<file path="src/sv/tms_pkg.sv">
`timescale 1ns / 1ps
// ----------------------------------------------------------------------------
// tms_pkg: shared types and constants of the tick momentum signal block
// Widths, register indexes and the records that travel between the modules.
// ----------------------------------------------------------------------------
package tms_pkg;

    localparam int VENUES        = 16;
    localparam int HISTORY_DEPTH = 64;

    localparam int VENUE_W  = 4;
    localparam int PRICE_W  = 32;
    localparam int THR_W    = 7;
    localparam int QTY_W    = 24;
    localparam int NUM_W    = 32;
    localparam int VENUE_AW = (VENUES > 1) ? $clog2(VENUES) : 1;
    localparam int RUN_W    = $clog2(HISTORY_DEPTH);
    localparam int CMP_W    = (THR_W > RUN_W) ? THR_W + 1 : RUN_W + 1;

    localparam logic [RUN_W-1:0] RUN_MAX = RUN_W'(HISTORY_DEPTH - 1);

    localparam int S_TDATA_W = 40;
    localparam int M_TDATA_W = 96;
    localparam int CFG_IDX_W = 1;
    localparam int CFG_DAT_W = 24;

    localparam logic [CFG_IDX_W-1:0] REG_RUN_THRESHOLD = 1'b0;
    localparam logic [CFG_IDX_W-1:0] REG_ORDER_SIZE    = 1'b1;

    localparam logic [THR_W-1:0] THRESHOLD_RESET  = THR_W'(3);
    localparam logic [QTY_W-1:0] ORDER_SIZE_RESET = QTY_W'(100);

    localparam logic SIDE_BUY  = 1'b0;
    localparam logic SIDE_SELL = 1'b1;

    localparam int FIFO_DEPTH = 4;
    localparam int FIFO_AW    = 2;
    localparam int FIFO_CW    = 3;

    // Per-venue history entry held in the state memory.
    typedef struct packed {
        logic [PRICE_W-1:0] price;
        logic [RUN_W-1:0]   rise;
        logic [RUN_W-1:0]   fall;
    } entry_t;

    // One emitted order.
    typedef struct packed {
        logic               side;
        logic [NUM_W-1:0]   number;
        logic [QTY_W-1:0]   quantity;
        logic [PRICE_W-1:0] price;
        logic [VENUE_W-1:0] venue;
    } order_t;

    // Decision of the update stage.
    typedef struct packed {
        logic emit;
        logic side;
    } decision_t;

endpackage

</file>
<file path="src/sv/tms_state_ram.sv">
`timescale 1ns / 1ps
// ----------------------------------------------------------------------------
// tms_state_ram: per-venue history memory
// One write port and one read port; read data is registered.
// ----------------------------------------------------------------------------
module tms_state_ram (
    input  logic                     aclk,
    input  logic                     wr_en,
    input  logic [tms_pkg::VENUE_AW-1:0] wr_addr,
    input  tms_pkg::entry_t          wr_data,
    input  logic [tms_pkg::VENUE_AW-1:0] rd_addr,
    output tms_pkg::entry_t          rd_data
);
    import tms_pkg::*;

    entry_t mem [VENUES];
    entry_t rd_data_reg;

    always_ff @(posedge aclk) begin
        if (wr_en) begin
            mem[wr_addr] <= wr_data;
        end
        rd_data_reg <= mem[rd_addr];
    end

    assign rd_data = rd_data_reg;

endmodule

</file>
<file path="src/sv/tms_update.sv">
`timescale 1ns / 1ps
// ----------------------------------------------------------------------------
// tms_update: per-tick run update and order decision
// Compares the tick against the venue's last price, steps the run counts and
// decides whether a buy or sell order goes out.
// ----------------------------------------------------------------------------
module tms_update (
    input  logic [tms_pkg::PRICE_W-1:0] price,
    input  logic                        seen,
    input  tms_pkg::entry_t             cur,
    input  logic [tms_pkg::THR_W-1:0]   run_threshold,
    output tms_pkg::entry_t             upd,
    output tms_pkg::decision_t          dec
);
    import tms_pkg::*;

    logic [THR_W-1:0] need;
    logic [RUN_W-1:0] rise_bump;
    logic [RUN_W-1:0] fall_bump;

    assign rise_bump = (cur.rise == RUN_MAX) ? cur.rise : cur.rise + RUN_W'(1);
    assign fall_bump = (cur.fall == RUN_MAX) ? cur.fall : cur.fall + RUN_W'(1);

    always_comb begin
        upd.price = price;
        priority if (!seen) begin
            upd.rise = '0;
            upd.fall = '0;
        end else if (price > cur.price) begin
            upd.rise = rise_bump;
            upd.fall = '0;
        end else if (price < cur.price) begin
            upd.rise = '0;
            upd.fall = fall_bump;
        end else begin
            upd.rise = '0;
            upd.fall = '0;
        end
    end

    // A threshold of zero acts as a threshold of one.
    assign need = (run_threshold == '0) ? '0 : run_threshold - THR_W'(1);

    always_comb begin
        dec.emit = 1'b1;
        dec.side = SIDE_BUY;
        priority if (CMP_W'(upd.rise) >= CMP_W'(need)) begin
            dec.side = SIDE_BUY;
        end else if (CMP_W'(upd.fall) >= CMP_W'(need)) begin
            dec.side = SIDE_SELL;
        end else begin
            dec.emit = 1'b0;
        end
    end

endmodule

</file>
<file path="src/sv/tms_out_fifo.sv">
`timescale 1ns / 1ps
// ----------------------------------------------------------------------------
// tms_out_fifo: small order queue in front of the result channel
// Decouples the update stage from back-pressure on the master side.
// ----------------------------------------------------------------------------
module tms_out_fifo (
    input  logic                        aclk,
    input  logic                        aresetn,
    input  logic                        push,
    input  tms_pkg::order_t             push_data,
    output logic [tms_pkg::FIFO_CW-1:0] count,
    output logic                        out_valid,
    input  logic                        out_ready,
    output tms_pkg::order_t             out_data
);
    import tms_pkg::*;

    order_t             fifo_q [FIFO_DEPTH];
    logic [FIFO_AW-1:0] wr_ptr_reg, wr_ptr_next;
    logic [FIFO_AW-1:0] rd_ptr_reg, rd_ptr_next;
    logic [FIFO_CW-1:0] count_reg, count_next;
    logic               pop;

    assign pop       = out_valid && out_ready;
    assign out_valid = (count_reg != '0);
    assign out_data  = fifo_q[rd_ptr_reg];
    assign count     = count_reg;

    always_comb begin
        wr_ptr_next = push ? wr_ptr_reg + FIFO_AW'(1) : wr_ptr_reg;
        rd_ptr_next = pop  ? rd_ptr_reg + FIFO_AW'(1) : rd_ptr_reg;
        count_next  = count_reg + FIFO_CW'(push) - FIFO_CW'(pop);
    end

    always_ff @(posedge aclk) begin
        if (push) begin
            fifo_q[wr_ptr_reg] <= push_data;
        end
    end

    always_ff @(posedge aclk) begin
        if (!aresetn) begin
            wr_ptr_reg <= '0;
            rd_ptr_reg <= '0;
            count_reg  <= '0;
        end else begin
            wr_ptr_reg <= wr_ptr_next;
            rd_ptr_reg <= rd_ptr_next;
            count_reg  <= count_next;
        end
    end

endmodule

</file>
<file path="src/sv/tick_momentum_signal.sv">
`timescale 1ns / 1ps
// ----------------------------------------------------------------------------
// tick_momentum_signal: per-venue tick momentum detector
// Turns a stream of market ticks into buy and sell orders on price runs.
// ----------------------------------------------------------------------------
// Each accepted tick word carries a venue and a price. For every venue the
// block remembers the last price and how many consecutive strictly rising and
// strictly falling steps end at the latest tick; both counts saturate at the
// history depth less one. When the latest run_threshold prices of a venue all
// rise, the tick produces a buy order; failing that, when they all fall, a
// sell order. A threshold of one (or zero) makes every tick a buy, and a
// threshold above the history depth never fires. Orders carry a 32-bit
// wrapping sequence number starting at 1, the venue, the tick price and the
// configured order size. The block takes one tick every clock cycle
// indefinitely while results drain: the venue history sits in a memory with a
// registered read, the tick's entry is read as the word is accepted, updated
// in the following cycle and written back, and a forwarding register covers
// a tick that hits the venue written in the same cycle. The order word passes
// through the update stage registers and the order buffer before it shows on
// the master side. Orders queue in a four-word buffer; the slave side stalls
// when the queued orders plus a tick in the update stage would fill it. After
// reset no venue has been seen, and configuration writes should be made while
// no ticks are in flight.
// ----------------------------------------------------------------------------
module tick_momentum_signal (
    input  logic                          aclk,
    input  logic                          aresetn,
    // Configuration write port.
    input  logic                          cfg_wr_en,
    input  logic [tms_pkg::CFG_IDX_W-1:0] cfg_index,
    input  logic [tms_pkg::CFG_DAT_W-1:0] cfg_data,
    // Tick input. s_tdata, low bit up: venue_index[3:0], tick_price[35:4], zero fill.
    input  logic                          s_tvalid,
    output logic                          s_tready,
    input  logic [tms_pkg::S_TDATA_W-1:0] s_tdata,
    // Order output. m_tdata, low bit up: order_venue[3:0], order_price[35:4],
    // order_quantity[59:36], order_number[91:60], zero fill.
    output logic                          m_tvalid,
    input  logic                          m_tready,
    output logic [tms_pkg::M_TDATA_W-1:0] m_tdata,
    // m_tuser: order_side (0 buy, 1 sell).
    output logic                          m_tuser
);
    import tms_pkg::*;

    // Configuration registers.
    logic [THR_W-1:0] run_threshold_reg;
    logic [QTY_W-1:0] order_size_reg;

    always_ff @(posedge aclk) begin
        if (!aresetn) begin
            run_threshold_reg <= THRESHOLD_RESET;
            order_size_reg    <= ORDER_SIZE_RESET;
        end else if (cfg_wr_en) begin
            unique case (cfg_index)
                REG_RUN_THRESHOLD: run_threshold_reg <= cfg_data[THR_W-1:0];
                REG_ORDER_SIZE:    order_size_reg    <= cfg_data[QTY_W-1:0];
                default: ;
            endcase
        end
    end

    // Input unpacking and acceptance.
    logic [VENUE_W-1:0] s_venue;
    logic [PRICE_W-1:0] s_price;
    logic               s_accept;
    logic               venue_ok;
    logic [FIFO_CW-1:0] fifo_count;

    assign s_venue  = s_tdata[VENUE_W-1:0];
    assign s_price  = s_tdata[VENUE_W +: PRICE_W];
    assign venue_ok = (32'(s_venue) < VENUES);
    assign s_accept = s_tvalid && s_tready;

    // The buffer must have room for the tick in the update stage and the new
    // one; the condition depends on registers only.
    logic               s1_valid_reg;
    assign s_tready = ((fifo_count + FIFO_CW'(s1_valid_reg)) < FIFO_CW'(FIFO_DEPTH));

    // Update stage registers. Ticks for venues outside the table are dropped
    // here and leave no trace.
    logic [VENUE_AW-1:0] s1_addr_reg;
    logic [VENUE_W-1:0]  s1_venue_reg;
    logic [PRICE_W-1:0]  s1_price_reg;

    always_ff @(posedge aclk) begin
        if (!aresetn) begin
            s1_valid_reg <= 1'b0;
        end else begin
            s1_valid_reg <= s_accept && venue_ok;
        end
    end

    always_ff @(posedge aclk) begin
        if (s_accept) begin
            s1_addr_reg  <= s_venue[VENUE_AW-1:0];
            s1_venue_reg <= s_venue;
            s1_price_reg <= s_price;
        end
    end

    // History memory: read as the tick is accepted, written from the update
    // stage.
    entry_t ram_rd_data;
    entry_t upd_entry;

    tms_state_ram u_ram (
        .aclk    (aclk),
        .wr_en   (s1_valid_reg),
        .wr_addr (s1_addr_reg),
        .wr_data (upd_entry),
        .rd_addr (s_venue[VENUE_AW-1:0]),
        .rd_data (ram_rd_data)
    );

    // The read sees every write before its own edge; the write made at that
    // same edge is held here and forwarded when the venue matches.
    logic                fwd_valid_reg;
    logic [VENUE_AW-1:0] fwd_addr_reg;
    entry_t              fwd_entry_reg;
    entry_t              cur_entry;

    always_ff @(posedge aclk) begin
        if (!aresetn) begin
            fwd_valid_reg <= 1'b0;
        end else begin
            fwd_valid_reg <= s1_valid_reg;
        end
    end

    always_ff @(posedge aclk) begin
        if (s1_valid_reg) begin
            fwd_addr_reg  <= s1_addr_reg;
            fwd_entry_reg <= upd_entry;
        end
    end

    assign cur_entry = (fwd_valid_reg && (fwd_addr_reg == s1_addr_reg)) ?
                       fwd_entry_reg : ram_rd_data;

    // Seen flags live in flip-flops so that reset clears them at once; an
    // unseen venue ignores whatever the memory returns.
    logic [VENUES-1:0] seen_reg;

    always_ff @(posedge aclk) begin
        if (!aresetn) begin
            seen_reg <= '0;
        end else if (s1_valid_reg) begin
            seen_reg[s1_addr_reg] <= 1'b1;
        end
    end

    decision_t dec;

    tms_update u_update (
        .price         (s1_price_reg),
        .seen          (seen_reg[s1_addr_reg]),
        .cur           (cur_entry),
        .run_threshold (run_threshold_reg),
        .upd           (upd_entry),
        .dec           (dec)
    );

    // Order numbering: the counter holds the last number issued.
    logic [NUM_W-1:0] order_count_reg;
    logic [NUM_W-1:0] order_count_next;
    logic             emit;
    order_t           new_order;

    assign emit             = s1_valid_reg && dec.emit;
    assign order_count_next = order_count_reg + NUM_W'(1);

    always_ff @(posedge aclk) begin
        if (!aresetn) begin
            order_count_reg <= '0;
        end else if (emit) begin
            order_count_reg <= order_count_next;
        end
    end

    always_comb begin
        new_order.side     = dec.side;
        new_order.number   = order_count_next;
        new_order.quantity = order_size_reg;
        new_order.price    = s1_price_reg;
        new_order.venue    = s1_venue_reg;
    end

    // Result queue and output packing.
    order_t out_order;

    tms_out_fifo u_fifo (
        .aclk      (aclk),
        .aresetn   (aresetn),
        .push      (emit),
        .push_data (new_order),
        .count     (fifo_count),
        .out_valid (m_tvalid),
        .out_ready (m_tready),
        .out_data  (out_order)
    );

    assign m_tdata = {4'b0000, out_order.number, out_order.quantity,
                      out_order.price, out_order.venue};
    assign m_tuser = out_order.side;

endmodule

</file>
<file path="config.mk">
export PLATFORM = sky130hd
export DESIGN_NAME = tick_momentum_signal
export DESIGN_NICKNAME = d
export VERILOG_FILES = /design/src/sv/tms_pkg.sv /design/src/sv/tms_state_ram.sv /design/src/sv/tms_update.sv /design/src/sv/tms_out_fifo.sv /design/src/sv/tick_momentum_signal.sv
export SDC_FILE = /design/constraint.sdc
export NUM_CORES = 1
export LEC_CHECK = 0
export BUFFER_PORTS_ARGS = -buffer_cell sky130_fd_sc_hd__buf_4
export CORE_MARGIN = 4
export CORE_UTILIZATION = 55
export CTS_CLUSTER_DIAMETER = 200
export DETAILED_ROUTE_END_ITERATION = 8
export GPL_TIMING_DRIVEN = 0
export PLACE_DENSITY = 0.84
export SLEW_MARGIN = 20
export SYNTH_ARGS = -nofsm -noshare
export SYNTH_HDL_FRONTEND = slang
export SYNTH_HIERARCHICAL = 1
export SYNTH_SLANG_ARGS = --single-unit
</file>
<file path="constraint.sdc">
create_clock -name aclk -period 8.2 [get_ports aclk]
set_clock_uncertainty 0.2 [all_clocks]
set_input_delay 1.64 -clock aclk [delete_from_list [all_inputs] [get_ports aclk]]
set_output_delay 1.64 -clock aclk [all_outputs]
set_load 0.02 [all_outputs]
</file>
==> results.cfg, run 1 <==
[status]
status = finished, final reports clean

[worst_setup_path]
worstSetupStartpointType = register
worstPathRequired_ns = 8.40
cp.arrival_ns = 8.31
crit_path_end_kind = register
criticalPathCategory = register to register
crit_fanout = 45

[sta]
drv_slew = 0
timing.final.crit_share_pct = 98.92
setup_viol_count_final = 0
tightest_slew_ns = 1.141
finalHoldViolCount = 0
rsz0062_at_grt = false
fin_setup_tns_ns = 0
whs_ns = 0.2736
max_slew_margin_pct = 23.53
min_period_ns = 8.111
fmax_mhz = 123.3

[clock_tree]
clockBufferDepth = 3
clk_pin_slew_ns = 0.07
ctsHoldBuffers = 0
htree_levels = 3
cts_made_buffers = 116
clk_root_buffer_cell = clkbuf_16
clock-sinks = 1294
clk_latency_ns = 0.71
cts_tree = yes

[layout]
top_regs = u_ram/mem (704), u_fifo/fifo_q (372)
regMostFlops = u_ram/mem
fin_cells = 4180
drive_gt1_share_pct = 29.54
largest_register_ffs = 704
fin_nets = 3029
fillers = 5347
area_growth_pct = 16.04

[global_route]
grt_antenna_before_repair = 2
track_usage_pct = 26.60
overflow = 0
grt_first_pass_wirelength_um = 187300
top_usage_layer = met2
grt_pass1_vias = 28670
grt_max_degree = 48
grt_use_met3_pct = 5.980
use_met2_pct = 45.06
met1_usage_pct = 33.47

[place]
gp_congestion = 0.8247
dp.cells = 3956
io_buffer_count = 160
hpwl_um = 76590

[synthesis]
synth.distinct_cells = 67
ys.flop_type = edfxtp_1
synthCells = 2548
ys_ff_latch = 1294
synth_seq_area_share_pct = 74.97
yosys_warnings = 6
syn_area_um2 = 50040
async_reset_ff_share_pct = 0
syn_area_per_cell_um2 = 19.64
synth_edf_count = 1160

[floorplanning]
core_um2 = 90150
die_height_um = 309.6
die-area_um2 = 95870
die_w_um = 309.6
rows = 110
io-pin-count = 169
initial_utilization_pct = 55.51

[detailed_routing]
drc = 0
wl_um = 127000
detail_route.wl_per_cell_um = 30.37
antenna_left = 0
firstDrtPassIters = 7
drtIter0Drc = 4210
vias = 27530
via_per_inst = 6.585

[flow_run]
drv_cap = 0

[power_and_ir_drop]
p_leak_uw = 0.01911
p_per_area_nw_per_um2 = 259.0
ir_drop_mv = 0.1893

[hold_path]
hold_class = register to register
==> worst max-delay path, stage by stage (launching register included) <==
cell	delay, ns
edfxtp_1	0.51
clkbuf_1	0.39
xor2_1	0.18
nor4_4	0.47
buf_4	0.27
buf_2	0.33
mux2_2	0.39
inv_1	0.07
ha_1	0.17
nand4_1	0.28
or4_4	0.66
or3_2	0.56
o32ai_2	0.47
buf_4	0.31
ha_1	0.26
nand2_1	0.12
o21ai_0	0.13
a31oi_1	0.24
o22ai_1	0.12
nand2_1	0.14
clkbuf_1	0.46
clkinvlp_4	0.26
buf_4	0.23
and2_4	0.26
buf_16	0.24
==> cells in the final DEF (no fill, tap or decap), drive strengths merged, types with 16 or more instances in the layout <==
cell type  count
edfxtp      1160
buf          339
mux4         274
clkbuf       204
nand2        161
dfxtp        134
a22oi         89
nor2          65
a21oi         61
ha            54
inv           52
mux2          44
clkinv        39
xnor2         28
nand3         28
xor2          25
nor3          25
or3           23
nand4         20
o21ai         17
and2          16
==> cell usage after synthesis (6+ instances only) <==
library cell / number / area (um^2)
edfxtp_1: 1160 / 34830
mux4_2: 274 / 6171
nand2_1: 161 / 604.3
dfxtp_1: 134 / 2683
a22oi_1: 89 / 668.1
nor2_1: 64 / 240.2
a21oi_1: 61 / 305.3
ha_1: 54 / 675.7
clkbuf_1: 51 / 191.4
inv_1: 48 / 180.2
buf_4: 46 / 345.3
mux2_2: 36 / 405.4
buf_2: 30 / 150.1
xnor2_1: 28 / 245.2
nand3_1: 27 / 135.1
nor3_1: 25 / 125.1
xor2_1: 25 / 219.0
buf_6: 18 / 202.7
or3_1: 18 / 112.6
nand4_1: 16 / 100.1
and2_1: 15 / 93.84
o21ai_0: 12 / 60.06
nand2b_1: 11 / 68.82
o31ai_1: 11 / 82.58
or4_1: 11 / 82.58
buf_1: 10 / 37.54
mux2i_1: 10 / 100.1
mux2_1: 8 / 90.09
o21a_1: 7 / 52.55
nor4_1: 6 / 37.54
==> power breakdown <==
| group | internal (uW) | switching [uW] |
|---|---|---|
| logic | 772 | 1070 |
| registers | 7450 | 147 |
| clock network | 3190 | 2400 |
==> logic make-up after synthesis <==
kind of cell / Yosys count / share of synthesized area, %
flops: 1294 / 74.97
mux: 328 / 13.52
other cells: 1 / 0.007494
xor+xnor: 54 / 0.9727
fa+ha+maj: 55 / 1.390
buf+inv: 203 / 2.213
compound gates: 217 / 2.935
simple gates: 396 / 3.988
==> path summary, 6_finish.rpt <==
path | from | end | slack, ns | depth (start not counted)
max | s1_venue_reg[2] | u_fifo/fifo_q[0][46] | 0.09 | 24
min | seen_reg[7] | seen_reg[7] | 0.27 | 1
max reg2reg | s1_venue_reg[2] | u_fifo/fifo_q[0][46] | 0.09 | 24
min reg2reg | seen_reg[7] | seen_reg[7] | 0.27 | 1
==> what timing repair did <==
item | CTS | global route
endpoints found under the hold margin | 0 | 0
endpoints found under the setup margin | 405 | 337
pin swaps | 1 | 1
gates resized for setup | 4 | 6
cloned | 0 | 1
setup buffers | 3 | 4
==> through the flow <==
| step | power [uW] | utilization, % | instance area (um^2) | setup slack [ns] |
|---|---|---|---|---|
| finish | 15040 | 64.41 | 58070 | 0.08893 |
| global route | 15490 | 64.41 | 58060 | 0.001537 |
| CTS | 15060 | 64.36 | 58020 | 0.04165 |
| detailed placement | 9505 | 59.96 | 54060 | -0.5009 |
| global placement | 9394 | 58.49 | 52730 | -3.362 |
| floorplan | 8789 | - | 50060 | 0.5448 |
==> per-layer routing <==
layer  vias up  part of all wire [%]
li1      10970                     -
met1     13920                    33
met2      2205                    50
met3       436                    12
met4         0                   4.9
met5         -                     0
==> final cells by class <==
cell class / instances / area, um^2 / area share, %
diodes: 1 / 2.502 / 0.004310
multi-input cells: 1055 / 11680 / 20.11
plain buffers: 153 / 920.9 / 1.586
well taps: 1176 / 1471 / 2.534
clock inverters: 63 / 709.4 / 1.222
clock buffers: 154 / 3207 / 5.523
flip-flops and latches: 1294 / 37520 / 64.62
repair buffers: 236 / 2375 / 4.090
inverters: 48 / 183.9 / 0.3168
(Power assumes the default switching activity.)
==> run 2, diff against run 1 <==
PLACE_DENSITY = 0.81   (was 0.84)
SYNTH_HIERARCHICAL = default   (was 1)
clock period = 8.9 ns   (was 8.2 ns; I/O delays follow)
==> run 2 against run 1 <==
Sequential cell count stayed put. Worst hold slack better by 0.021 ns. Worst setup slack better by 0.089 ns. Sequential share of layout area is 0.18 points higher. Register-to-register slack better by 0.09 ns. Final cell count is 3.7% lower. Largest power group unchanged. Cell area is 0.28% lower. Highest routed layer is now met5. Area after synthesis is 1.4% lower.
==> results.cfg, run 2 <==
[floorplanning]
die_w_um = 307.5
io-pin-count = 169
die-area_um2 = 94580
die_height_um = 307.5
core_um2 = 88650
initial_utilization_pct = 55.67
rows = 109

[hold_path]
hold_class = register to register

[sta]
finalHoldViolCount = 0
min_period_ns = 8.722
setup_viol_count_final = 0
max_slew_margin_pct = 28.19
fmax_mhz = 114.6
timing.final.crit_share_pct = 98.00
whs_ns = 0.2942
drv_slew = 0
tightest_slew_ns = 1.077

[power_and_ir_drop]
p_leak_uw = 0.01880
p_per_area_nw_per_um2 = 242.9
p_seq_share_pct = 50.4
pwr-share-comb_pct = 11.4
p_sw_share_pct = 23.68
ir_drop_mv = 0.1877
p_int_uw = 10730
p_switching_uw = 3331
p_clk_share_pct = 38.2

[synthesis]
yosysTopAreaCell = edfxtp_1
synthCells = 2370
async_reset_ff_share_pct = 0
ys.flop_type = edfxtp_1
synth_edf_count = 1160
synth.distinct_cells = 63
yosys_warnings = 0
synth_top_cell_area_share_pct = 70.59
synth_common_cells = edfxtp_1, mux4_2, dfxtp_1
yosysMostFrequentCell = edfxtp_1
ys_ff_latch = 1294
syn_area_um2 = 49350
synth_seq_area_share_pct = 76.02
syn_area_per_cell_um2 = 20.82
ys_top_cells_by_area = edfxtp_1, mux4_2, dfxtp_1

[clock_tree]
clock-sinks = 1294
clk_latency_ns = 0.70
clk_root_buffer_cell = clkbuf_16
cts_made_buffers = 120
cts_tree = yes
clk_pin_slew_ns = 0.06
clockBufferDepth = 3
htree_levels = 3

[place]
gp_congestion = 0.8869
dp.cells = 3769
io_buffer_count = 160
hpwl_um = 72390

[layout]
fin_nets = 2879
regArea_um2 = 37520
area_growth_pct = 17.34
final_util_pct = 65.32
layout_commonest_cell = edfxtp_1
fin_cells = 4026
multiInputGateArea_um2 = 11650
largest_register_ffs = 704
top_regs = u_ram.mem (704), u_fifo.fifo_q (372)
drive_gt1_share_pct = 30.17
final_cell_mix = edfxtp_1, mux4_2, buf_4
regMostFlops = u_ram.mem
fillers = 5374

[worst_setup_path]
worst-r2r-setup-slack_ns = 0.18
worstSetupStartpointType = register
cp_slowest_stage_delay_ns = 0.66
cp.arrival_ns = 9.06
worstPathRequired_ns = 9.24
slowest_stage = edfxtp_1
critPathBufInv = 10
crit_fanout = 18
criticalPathCategory = register to register
crit_path_end_kind = register
cpMostUsedCell = clkbuf_4
critPathTopFamily = buffers and inverters

[detailed_routing]
drtIter0Drc = 3461
antenna_left = 0
vias = 26030
detail_route.wl_per_cell_um = 29.98
firstDrtPassIters = 7
wl_um = 120700
via_per_inst = 6.464
drc = 0

[global_route]
overflow = 0
met1_usage_pct = 33.36
grt_max_degree = 50
grt_use_met3_pct = 7.207
top_usage_layer = met2
grt_antenna_before_repair = 2
track_usage_pct = 25.67
grt_pass1_vias = 27010
use_met2_pct = 43.15
grt_first_pass_wirelength_um = 178800

[status]
status = finished, final reports clean

[flow_run]
drv_cap = 0
run 2: cell types whose count changed in the layout (fill, tap and decap cells not counted), moves of 22 or more:
cell	before	now
buf_4	241	216
buf_2	32	8
mux2i_1	10	38
inv_1	47	18
nand2_1	160	113
mux4_2	274	319
buf_6	24	2
a22oi_1	88	0
mux2_2	36	8
run 2: worst reg2reg max path: cells and delay by family (launching register included):
kind	cells	cell delay, ns
buffers and inverters	10	2.52
and+or+nand+nor	8	2.03
AOI/OAI and AO/OA	5	1.25
adders and majority gates	4	1.24
DFF	1	0.66
xor gates and xnor gates	2	0.36
muxes	1	0.29
run 2: path summary, 6_finish.rpt:
check,startpoint,to,cells past startpoint
max,s1_venue_reg[2],u_fifo.count[2],30
min,order_size_reg[7],u_fifo.fifo_q[3][43],0
max reg2reg,s1_venue_reg[2],u_fifo.count[2],30
min reg2reg,order_size_reg[7],u_fifo.fifo_q[3][43],0
run 2: kinds of logic after synthesis:
family,count (synthesis),share of synthesized area [%]
mux,365,15.51
compound gates,141,1.739
xor+xnor,52,0.9229
other cells,1,0.007599
buf+inv,127,1.019
flops,1294,76.02
fa+ha+maj,56,1.435
simple gates,334,3.342
run 2: final cells by class:
type                            instances  share of cell area, %
Antenna cell                            1               0.004322
Buffer                                108                 0.8168
Clock buffer                          164                  5.771
Clock inverter                         65                  1.372
Inverter                               19                 0.1232
Multi-Input combinational cell        956                  20.11
Sequential cell                      1294                  64.79
Tap cell                             1165                  2.517
Timing Repair Buffer                  254                  4.486
run 2: stage by stage:
stage	worst slack [ns]	setup TNS [ns]	total power (uW)	area, um^2
final	0.1777	0	14060	57910
after floorplan	0.4337	0	8087	49360
after global routing	-0.1216	-0.1770	14500	57900
after detailed placement	-1.062	-337.15	8762	53410
after global placement	-3.689	-1623.79	8665	52020
after CTS	-0.03295	-0.03295	14090	57730
run 2: routing by layer:
| layer | routed length [um] | vias up | part of all wire, % |
|---|---|---|---|
| met1 | 43360 | 13470 | 36 |
| met4 | 3667 | 2 | 3.0 |
| met3 | 12900 | 317 | 11 |
| met2 | 60770 | 1721 | 50 |
| met5 | 11 | - | 0.0091 |
| li1 | - | 10510 | - |
run 2: repair_timing:
| item | CTS | global route |
|---|---|---|
| cloned | 4 | 0 |
| hold buffers | 0 | 0 |
| setup endpoints to repair | 407 | 387 |
| pin swaps | 10 | 3 |
| buffers inserted | 12 | 11 |
| resized for setup | 14 | 17 |
run 2: power by group through the flow:
stage	clock network (uW)	logic [uW]	registers [uW]
floorplan	0	970	7120
global placement	0	1470	7190
detailed placement	0	1570	7190
CTS	5410	1610	7070
global route	5690	1710	7100
finish	5370	1610	7080
